===== config.mk =====
export PLATFORM = sky130hd
export DESIGN_NAME = uri_percent_unescaper_flat
export DESIGN_NICKNAME = d
export VERILOG_FILES = /design/src/rtl/core/upu_pkg.sv /design/src/rtl/core/upu_stream_if.sv /design/src/rtl/core/upu_decoder.sv /design/src/rtl/core/upu_emitter.sv /design/src/rtl/core/uri_percent_unescaper.sv /design/src/flat_wrapper.sv
export SDC_FILE = /design/constraint.sdc
export NUM_CORES = 1
export LEC_CHECK = 0
export ABC_AREA = 1
export CAP_MARGIN = 20
export CORE_MARGIN = 5
export CORE_UTILIZATION = 62
export CTS_BUF_LIST = sky130_fd_sc_hd__clkbuf_2 sky130_fd_sc_hd__clkbuf_4 sky130_fd_sc_hd__clkbuf_8
export CTS_CLUSTER_DIAMETER = 80
export DETAILED_ROUTE_END_ITERATION = 16
export DONT_BUFFER_PORTS = 1
export MAX_ROUTING_LAYER = met4
export PLACE_DENSITY = 0.78
export REMOVE_ABC_BUFFERS = 1
export SYNTH_ARGS = -nofsm -noshare
export SYNTH_HDL_FRONTEND = slang
export SYNTH_SLANG_ARGS = --single-unit

===== constraint.sdc =====
create_clock -name clk -period 5.1 [get_ports clk]
set_clock_uncertainty 0.1 [all_clocks]
set_input_delay 1.53 -clock clk [delete_from_list [all_inputs] [get_ports clk]]
set_output_delay 1.53 -clock clk [all_outputs]
set_load 0.03 [all_outputs]

===== src/rtl/core/upu_pkg.sv =====
// Shared constants and types of the percent-unescaper.
package upu_pkg;

  localparam logic [7:0] CH_PERCENT  = 8'h25;
  localparam logic [7:0] CH_PLUS     = 8'h2b;
  localparam logic [7:0] CH_QUERY    = 8'h3f;
  localparam logic [7:0] CH_SPACE    = 8'h20;
  localparam logic [7:0] CASE_BIT    = 8'h20;
  localparam logic [7:0] REDIR_UPPER = 8'h7f;

  localparam int unsigned MODE_URI_BIT   = 0;
  localparam int unsigned MODE_REDIR_BIT = 1;

  localparam logic [1:0] PH_NORMAL  = 2'd0;
  localparam logic [1:0] PH_PERCENT = 2'd1;
  localparam logic [1:0] PH_DIGIT   = 2'd2;
  localparam logic [1:0] PH_STOPPED = 2'd3;

  localparam int unsigned MAX_DATA = 3;

  typedef struct packed {
    logic [MAX_DATA-1:0][7:0] data;
    logic [1:0]               ndata;
    logic                     mark;
  } burst_t;

endpackage


===== src/rtl/core/upu_stream_if.sv =====
// Handshake interfaces for the encoded input beats and the decoded result beats.
interface upu_in_if;
  logic       valid;
  logic       ready;
  logic [7:0] in_byte;
  logic       in_last;

  modport source (output valid, output in_byte, output in_last, input ready);
  modport sink (input valid, input in_byte, input in_last, output ready);
endinterface

interface upu_out_if;
  logic       valid;
  logic       ready;
  logic [7:0] out_byte;
  logic       has_byte;
  logic       string_end;
  logic       run_last;

  modport source (output valid, output out_byte, output has_byte, output string_end,
                  output run_last, input ready);
  modport sink (input valid, input out_byte, input has_byte, input string_end,
                input run_last, output ready);
endinterface


===== src/rtl/core/upu_decoder.sv =====
// Escape decoder: holds the decode state and turns one input byte into a result burst.
module upu_decoder
  import upu_pkg::*;
(
  input  logic       clk,
  input  logic       rst_n,
  input  logic       accept,
  input  logic [7:0] ch,
  input  logic       last,
  input  logic [1:0] mode,
  output burst_t     burst
);

  logic [1:0] phase_r, phase_nxt;
  logic [3:0] hi_r, hi_nxt;
  logic [7:0] fdc_r, fdc_nxt;

  logic [7:0] lc;
  logic       is_num, is_let, uri, redir, in_range;
  logic [3:0] lo;
  logic [7:0] v;

  assign lc       = ch | CASE_BIT;
  assign is_num   = ch inside {[8'h30:8'h39]};
  assign is_let   = lc inside {[8'h61:8'h66]};
  assign uri      = mode[MODE_URI_BIT];
  assign redir    = mode[MODE_REDIR_BIT];
  assign lo       = is_num ? ch[3:0] : (lc[3:0] + 4'd9);
  assign v        = {hi_r, lo};
  assign in_range = (v > CH_PERCENT) && (v < REDIR_UPPER);

  always_comb begin
    phase_nxt   = phase_r;
    hi_nxt      = hi_r;
    fdc_nxt     = fdc_r;
    burst.data  = '0;
    burst.ndata = 2'd0;
    burst.mark  = last;
    case (phase_r)
      PH_NORMAL: begin
        if (ch == CH_QUERY && (uri || redir)) begin
          burst.data[0] = ch;
          burst.ndata   = 2'd1;
          phase_nxt     = PH_STOPPED;
        end else if (ch == CH_PERCENT) begin
          phase_nxt = PH_PERCENT;
        end else if (ch == CH_PLUS) begin
          burst.data[0] = CH_SPACE;
          burst.ndata   = 2'd1;
        end else begin
          burst.data[0] = ch;
          burst.ndata   = 2'd1;
        end
      end
      PH_PERCENT: begin
        if (is_num || is_let) begin
          hi_nxt    = lo;
          fdc_nxt   = ch;
          phase_nxt = PH_DIGIT;
        end else begin
          burst.data[0] = ch;
          burst.ndata   = 2'd1;
          phase_nxt     = PH_NORMAL;
        end
      end
      PH_DIGIT: begin
        phase_nxt     = PH_NORMAL;
        burst.data[0] = v;
        if (is_num) begin
          burst.ndata = 2'd1;
          if (redir && !in_range) begin
            burst.data[0] = CH_PERCENT;
            burst.data[1] = fdc_r;
            burst.data[2] = ch;
            burst.ndata   = 2'd3;
          end
        end else if (is_let) begin
          burst.ndata = 2'd1;
          if (uri) begin
            if (v == CH_QUERY) begin
              phase_nxt = PH_STOPPED;
            end
          end else if (redir) begin
            if (v == CH_QUERY) begin
              phase_nxt = PH_STOPPED;
            end else if (!in_range) begin
              burst.data[0] = CH_PERCENT;
              burst.data[1] = fdc_r;
              burst.data[2] = ch;
              burst.ndata   = 2'd3;
            end
          end
        end
      end
      default: begin
      end
    endcase
    if (last) begin
      phase_nxt = PH_NORMAL;
      hi_nxt    = 4'd0;
      fdc_nxt   = 8'd0;
    end
  end

  always_ff @(posedge clk) begin
    if (!rst_n) begin
      phase_r <= PH_NORMAL;
      hi_r    <= 4'd0;
      fdc_r   <= 8'd0;
    end else if (accept) begin
      phase_r <= phase_nxt;
      hi_r    <= hi_nxt;
      fdc_r   <= fdc_nxt;
    end
  end

endmodule


===== src/rtl/core/upu_emitter.sv =====
// Result register: holds one burst and hands its results out one beat at a time.
module upu_emitter
  import upu_pkg::*;
(
  input  logic   clk,
  input  logic   rst_n,
  input  logic   load,
  input  burst_t burst,
  output logic   can_take,
  upu_out_if.source out_ch
);

  logic                     busy_r;
  logic [MAX_DATA-1:0][7:0] data_r;
  logic [1:0]               ndata_r;
  logic                     mark_r;
  logic [1:0]               idx_r;
  logic [2:0]               total;
  logic                     at_last, fire, is_data;

  assign total    = {1'b0, ndata_r} + {2'b00, mark_r};
  assign at_last  = ({1'b0, idx_r} == (total - 3'd1));
  assign fire     = busy_r && out_ch.ready;
  assign can_take = !busy_r || (out_ch.ready && at_last);
  assign is_data  = idx_r < ndata_r;

  assign out_ch.valid      = busy_r;
  assign out_ch.has_byte   = is_data;
  assign out_ch.string_end = !is_data;
  assign out_ch.run_last   = at_last;

  always_comb begin
    case (idx_r)
      2'd0:    out_ch.out_byte = data_r[0];
      2'd1:    out_ch.out_byte = data_r[1];
      2'd2:    out_ch.out_byte = data_r[2];
      default: out_ch.out_byte = 8'd0;
    endcase
    if (!is_data) begin
      out_ch.out_byte = 8'd0;
    end
  end

  always_ff @(posedge clk) begin
    if (!rst_n) begin
      busy_r <= 1'b0;
      idx_r  <= 2'd0;
    end else if (load) begin
      busy_r <= 1'b1;
      idx_r  <= 2'd0;
    end else if (fire && at_last) begin
      busy_r <= 1'b0;
    end else if (fire) begin
      idx_r <= idx_r + 2'd1;
    end
  end

  always_ff @(posedge clk) begin
    if (load) begin
      data_r  <= burst.data;
      ndata_r <= burst.ndata;
      mark_r  <= burst.mark;
    end
  end

endmodule


===== src/rtl/core/uri_percent_unescaper.sv =====
// Top level of the percent-unescaper: mode register, decoder and result register.
// The first result of a byte appears in the cycle after the byte's beat is accepted.
// Throughput: one byte per cycle while out_ch is ready and each byte gives at most
// one output beat; a byte giving more beats holds the input until its last beat is taken.
// Reset (synchronous, rst_n low) clears mode, decode state and result-register busy flag.
module uri_percent_unescaper
  import upu_pkg::*;
(
  input  logic       clk,
  input  logic       rst_n,
  input  logic       cfg_we,
  input  logic [1:0] cfg_wdata,
  upu_in_if.sink     in_ch,
  upu_out_if.source  out_ch
);

  logic [1:0] mode_r;
  logic       accept, can_take;
  burst_t     burst;

  assign in_ch.ready = can_take;
  assign accept      = in_ch.valid && can_take;

  always_ff @(posedge clk) begin
    if (!rst_n) begin
      mode_r <= 2'd0;
    end else if (cfg_we) begin
      mode_r <= cfg_wdata;
    end
  end

  upu_decoder u_decoder (
    .clk    (clk),
    .rst_n  (rst_n),
    .accept (accept),
    .ch     (in_ch.in_byte),
    .last   (in_ch.in_last),
    .mode   (mode_r),
    .burst  (burst)
  );

  upu_emitter u_emitter (
    .clk      (clk),
    .rst_n    (rst_n),
    .load     (accept && ((burst.ndata != 2'd0) || burst.mark)),
    .burst    (burst),
    .can_take (can_take),
    .out_ch   (out_ch)
  );

endmodule

===== src/flat_wrapper.sv =====
// flat-port wrapper written by rule: the top's interface ports become plain ports
module uri_percent_unescaper_flat import upu_pkg::*;
  (clk, rst_n, cfg_we, cfg_wdata, in_ch_valid, in_ch_in_byte, in_ch_in_last, in_ch_ready, out_ch_valid, out_ch_out_byte, out_ch_has_byte, out_ch_string_end, out_ch_run_last, out_ch_ready);
  upu_in_if in_ch_i ();
  upu_out_if out_ch_i ();
  input  logic clk;
  input  logic rst_n;
  input  logic cfg_we;
  input  logic [1:0] cfg_wdata;
  input wire logic [$bits(in_ch_i.valid)-1:0] in_ch_valid;
  input wire logic [$bits(in_ch_i.in_byte)-1:0] in_ch_in_byte;
  input wire logic [$bits(in_ch_i.in_last)-1:0] in_ch_in_last;
  output wire logic [$bits(in_ch_i.ready)-1:0] in_ch_ready;
  output wire logic [$bits(out_ch_i.valid)-1:0] out_ch_valid;
  output wire logic [$bits(out_ch_i.out_byte)-1:0] out_ch_out_byte;
  output wire logic [$bits(out_ch_i.has_byte)-1:0] out_ch_has_byte;
  output wire logic [$bits(out_ch_i.string_end)-1:0] out_ch_string_end;
  output wire logic [$bits(out_ch_i.run_last)-1:0] out_ch_run_last;
  input wire logic [$bits(out_ch_i.ready)-1:0] out_ch_ready;
  assign in_ch_i.valid = in_ch_valid;
  assign in_ch_i.in_byte = in_ch_in_byte;
  assign in_ch_i.in_last = in_ch_in_last;
  assign in_ch_ready = in_ch_i.ready;
  assign out_ch_valid = out_ch_i.valid;
  assign out_ch_out_byte = out_ch_i.out_byte;
  assign out_ch_has_byte = out_ch_i.has_byte;
  assign out_ch_string_end = out_ch_i.string_end;
  assign out_ch_run_last = out_ch_i.run_last;
  assign out_ch_i.ready = out_ch_ready;
  uri_percent_unescaper u_core (.clk(clk), .rst_n(rst_n), .cfg_we(cfg_we), .cfg_wdata(cfg_wdata), .in_ch(in_ch_i), .out_ch(out_ch_i));
endmodule

* After elaboration in Yosys (flattened, before gate mapping)
Cells that the tools add are included.
** Storage, ports and cells
- Register bits :: 46
- Logic and storage cells :: 95
- Input bits :: 16
** Cells by class
- Multiplexer cells :: 33
- Bitwise gates (word level) :: 2
- $lt $le $gt $ge :: 7
- $add $sub $neg :: 4
- Reduce and logical (&&, ||, !) cells :: 28
- Eq/ne operators :: 10
** Operators with widths (number)
- $mux 26 :: 7
- $mux 10 :: 4
- $eq 8x6->1 const B :: 4
- $mux 8 :: 4
- $pmux 10 s3 :: 1
- $pmux 8 s3 :: 1
- $mux 2 :: 9
- $mux 4 :: 4
- $logic_and 1x1->1 :: 10
- $ge 8x6->1 const B :: 1
- $ge 8x7->1 const B :: 1
- $gt 8x6->1 const B :: 1
- $le 8x6->1 const B :: 1
- $le 8x7->1 const B :: 1
- $lt 8x7->1 const B :: 1
- $reduce_bool 2->1 :: 4
- $pmux 2 s3 :: 1
- $reduce_and 3->1 :: 2
- $add 4x4->4 const B :: 1
- $eq 2x1->1 const B :: 2
- $eq 2x2->1 const B :: 2
- $logic_not 2->1 :: 2
- $logic_or 1x1->1 :: 4
- $ne 4x4->1 const B :: 1
- other kinds (11) :: 15

* Depth between registers and ports, before layout
- Depth after elaboration :: 16
- Gate-level depth with buffers :: 16
- Gate-level depth less buffers :: 16

* Modules after synthesis
From an unflattened synthesis, not the netlist that was laid out.
** Second synthesis, totals
- Cell total of the unflattened synthesis :: 360
- Area total of the unflattened synthesis :: 2944.1 µm²
** By module, submodules not included
- upu_decoder :: area each 1561.5 µm², times used 1, cells an instance 241, seq. area each 280.3 µm²
- upu_emitter :: area each 1285.0 µm², times used 1, cells an instance 102, seq. area each 870.8 µm²
- uri_percent_unescaper :: area each 97.6 µm², times used 1, cells an instance 17, seq. area each 40.0 µm²

* Least setup slack after synthesis
OpenSTA, ideal clock, no wires.
- Path kind :: input-to-reg
- Start :: input in_ch_in_byte[0]
- End :: register u_core.u_emitter.data_r[0] in the netlist's numbering (enable)
- Data arrival time :: 4.021 ns
- Setup slack :: 0.556 ns
- Stages on the path :: 11
- Path through :: inv_1 ha_1 o21ai_1 nand2_1 nand2_4 inv_2 nor2_1 nand2_1 o21ai_1 o21ai_1 a21oi_1
** On the way
- Cells in the longest elaborated chain, start to end :: 15
- Elaborated cells on any way between the ends :: 32
** Ends and longest elaborated chain
- start: declaration :: RTL line flat_wrapper.sv:11 : input wire logic [$bits(in_ch_i.in_byte)-1:0] in_ch_in_byte;
- $ge 8x6->1 / $le 8x6->1 (equally long branches) :: RTL line upu_decoder.sv:24 : assign is_num = ch inside {[8'h30:8'h39]};
- $logic_and 1x1->1 :: RTL line upu_decoder.sv:24
- $mux 4 :: RTL line upu_decoder.sv:28 : assign lo = is_num ? ch[3:0] : (lc[3:0] + 4'd9);
- $gt 8x6->1 / $lt 8x7->1 (equally long branches) :: RTL line upu_decoder.sv:30 : assign in_range = (v > CH_PERCENT) && (v < REDIR_UPPER);
- $logic_and 1x1->1 :: RTL line upu_decoder.sv:30
- $mux 26 :: RTL line upu_decoder.sv:86 : end else if (!in_range) begin
- $mux 26 :: RTL line upu_decoder.sv:84 : if (v == CH_QUERY) begin
- $mux 26 :: RTL line upu_decoder.sv:83 : end else if (redir) begin
- $mux 26 :: RTL line upu_decoder.sv:79 : if (uri) begin
- $mux 26 :: RTL line upu_decoder.sv:77 : end else if (is_let) begin
- $mux 26 :: RTL line upu_decoder.sv:69 : if (is_num) begin
- $pmux 10 s3 (*) :: RTL line upu_decoder.sv:39 : case (phase_r)
- $reduce_bool 2->1 (*) :: RTL line uri_percent_unescaper.sv:45 : .load (accept && ((burst.ndata != 2'd0) || burst.mark)),
- $logic_or 1x1->1 (*) :: RTL line uri_percent_unescaper.sv:45
- $logic_and 1x1->1 (*) :: RTL line uri_percent_unescaper.sv:45
- via u_core.u_emitter.load :: RTL line upu_emitter.sv:7 : input logic load,
- end signal: assignment :: RTL line upu_emitter.sv:60 : data_r <= burst.data;
- end: declaration :: RTL line upu_emitter.sv:14 : logic [MAX_DATA-1:0][7:0] data_r;
The timed path passes the listed nets; every way through them passes the cells marked *.
A chain may end at the register's enable or synchronous reset.

* Worst setup path after layout
- Start :: register u_core.u_emitter.idx_r[1]
- End :: output out_ch_out_byte[2]
** On the way
- Cells in the longest elaborated chain, start to end :: 3
- Elaborated cells on any way between the ends :: 6
** Ends and longest elaborated chain
- start: declaration :: RTL line upu_emitter.sv:17 : logic [1:0] idx_r;
- start signal: assignment :: RTL line upu_emitter.sv:54 : idx_r <= idx_r + 2'd1;
- $eq 2x2->1 (tied with other cells) :: RTL line upu_emitter.sv:33 : case (idx_r)
- $pmux 8 s3 :: RTL line upu_emitter.sv:33
- $mux 8 (*) :: RTL line upu_emitter.sv:39 : if (!is_data) begin
- end: declaration :: RTL line flat_wrapper.sv:15 : output wire logic [$bits(out_ch_i.out_byte)-1:0] out_ch_out_byte;
Mark *: on every way between the ends. The rest lies on a longest branch, timed or not.

==> out/metrics.yaml <==
run_status:
  status: "completed"
power:
  sequentialPowerShare: 0.541
  switching_share: 0.309
  clkPwrFrac: 0.265
  power_density_nw_per_um2: 292
  power_frac_comb: 0.194
  p_int_mw: 0.567
  switchingPower_mw: 0.253
  fin_total_pwr_mw: 0.820
  ir_drop_uv: 124
  p_leak_nw: 1.16
clocking:
  clkTransAtPathRegs_ps: 90
  clkLatencyLatePin_ps: 290
  root_buffer: "clkbuf_8"
  clock_path_buffers: 2
  numClockSinks: 46
  cts_setup_buffers: 0
  cts_tree: "built"
  cts_resized: 0
  htreeDepth: 2
  ctsHoldBuffers: 0
  cts_buffers: 5
worst_hold_path:
  min_path_cells: 2
  min-delay-start: "u_core.u_decoder.fdc_r[6]"
  hold_path.class: "flop to flop"
sta:
  max_freq_ghz: 0.246
  final.min_clock_period_ps: 4060
  finalCritPeriodShare: 0.797
  setup_viol: 0
  finalMaxSlewViolations: 0
  slew-limit-headroom: 0.501
  finalHoldViolations: 0
  tightest_slew_ps: 745
  tns_ps: 0
  rsz0062_at_grt: "no"
  hold_ws_ps: 368
die:
  core_um2: 4290
  dieArea_um2: 5790
  fp.dieH_um: 76.1
  start_util: 0.630
  row_count: 24
  ios: 29
  fp.dieW_um: 76.1
logic_synthesis:
  synth.distinct_cells: 38
  synthesis.area_um2: 2710
  avgSynthCellArea_um2: 8.08
  seq_area_frac_synth: 0.440
  syn_inst: 335
  yosysWarnings: 0
  ys_seq_elements: 46
routing:
  dr.pass1.iters: 7
  ant_nets: 0
  routedWlPerCell_um: 14.6
  routed_wl_um: 5590
  via_per_inst: 5.63
  drtIter0Drc: 150
  vias: 2156
  drc: 0
placement:
  place_congestion: 0.933
  io_buffers: 0
  dp_hpwl_um: 4230
  detailed_place.area_um2: 2720
worst_setup_path:
  critPathArrivalTime_ps: 2430
  r2r_start: "u_core.u_emitter.ndata_r[0]"
  rr_worst_depth: 15
  cp-start-kind: "flop"
  worstSetupPathType: "flop to primary output"
  crit_path_start: "u_core.u_emitter.idx_r[1]"
  critPathRequiredTime_ps: 3470
  end_kind: "primary output"
  crit_fanout: 8
global_routing:
  met2_usage: 0.329
  grt_pass1_wl_um: 9600
  use_met1: 0.264
  grt_use_total: 0.205
  antenna_found_initial: 0
  use_met3: 0.0437
  grt_pass1_vias: 1967
  grt_remaining_overflow: 0
  grt-busiest-layer: "met2"
  grt_max_degree: 29
layout:
  antennaDiodeCount: 0
  drive_gt1_frac: 0.124
  fin_nets: 361
  area_growth_pct: 3.88
  fin_area_um2: 2810
run:
  drv_cap: 0
==> power groups by stage <==
stage                     clock network, mW  logic (mW)  registers [mW]
after floorplan                           0       0.132           0.449
after global placement                    0       0.154           0.451
after detailed placement                  0       0.158           0.452
after CTS                             0.221       0.160           0.444
after global routing                  0.241       0.177           0.447
final                                 0.217       0.159           0.444
==> kinds of logic (layout without fill, tap and decap cells) <==
family                   count (synthesis)  in the layout  synth area share
adder cells (fa/ha/maj)                 15             15            0.0693
flip-flops                              46             46             0.440
other                                    1              1           0.00139
buffers and inverters                   64             60            0.0957
XOR/XNOR                                 3              3           0.00971
AO/OA/AOI/OAI                           56             56             0.119
AND/OR/NAND/NOR                        150            150             0.265
==> cells in the final DEF (no fill, tap or decap), types with 4 or more instances in the layout <==
master,instances
ha_1,15
dfxtp_1,19
nand4_1,4
a31oi_1,8
nor2_2,11
o21ai_1,7
nor2_1,26
nand3_1,21
inv_2,5
edfxtp_1,27
clkbuf_8,5
a211oi_1,9
nand2_1,71
a21oi_1,25
inv_1,43
==> metrics by stage <==
| step | setup slack [ps] | util | instances |
|---|---|---|---|
| floorplan | 556 | - | 321 |
| finish | 1040 | 0.655 | 383 |
| global placement | 1360 | 0.634 | 375 |
| global route | 903 | 0.655 | 383 |
| detailed placement | 1340 | 0.634 | 375 |
| CTS | 1010 | 0.655 | 383 |
==> cell usage after synthesis, drive strengths merged <==
cell type  count  area [um^2]
clkinv         1         3.75
a21oi         27          139
nor2          38          178
o211ai         1         7.51
inv           49          186
conb           1         3.75
a31oi          8         50.1
buf           10         53.8
o31ai          1         7.51
nor4           2         12.5
dfxtp         19          380
edfxtp        27          811
xor2           1         8.76
nand2         76          308
a211oi         9         67.6
nand3         22          115
o21ai         10         50.0
nand4          5         46.3
ha            15          188
xnor2          2         17.5
nor3           6         51.3
or2            1         6.26
clkbuf         4         15.0
==> state kept, by name, indices dropped and copies added, names as in the netlist <==
name                           flops
u_core.u_emitter.data_r           24
u_core.u_decoder.fdc_r             8
u_core.u_decoder.hi_r              4
u_core.mode_r                      2
u_core.u_decoder.phase_r           2
u_core.u_emitter.idx_r             2
u_core.u_emitter.ndata_r           2
u_core.u_emitter.mark_r            1
u_core.u_emitter.out_ch.valid      1
==> path summary, 6_finish.rpt <==
check	to	slack [ps]
worst max-delay path	out_ch_out_byte[2]	1040
worst min-delay path	u_core.u_decoder.fdc_r[6]	370
worst max register to register	u_core.u_decoder.fdc_r[5]	1990
worst min register to register	u_core.u_decoder.fdc_r[6]	370
==> critical path: stages, from the launching register on <==
cell and delay, ps:
dfxtp_1 420, ha_1 270, a21oi_1 150, buf_4 180
inv_1 160, or2_2 380, a31oi_1 590
==> routing by layer <==
layer / vias to the layer above / wire length [um]
met5: - / 0
met3: 16 / 320
met4: 0 / 127
met1: 977 / 2500
li1: 1091 / -
met2: 72 / 2640
==> final cells by class <==
| type | count | area [um^2] |
|---|---|---|
| fillers | 366 | 1480 |
| multi-input cells | 225 | 1260 |
| flip-flops and latches | 46 | 1190 |
| inverters | 50 | 190 |
| clock buffers | 5 | 68.8 |
| well taps | 52 | 65.1 |
| clock inverters | 3 | 21.3 |
| repair buffers | 2 | 15.0 |
(Power assumes the default switching activity.)
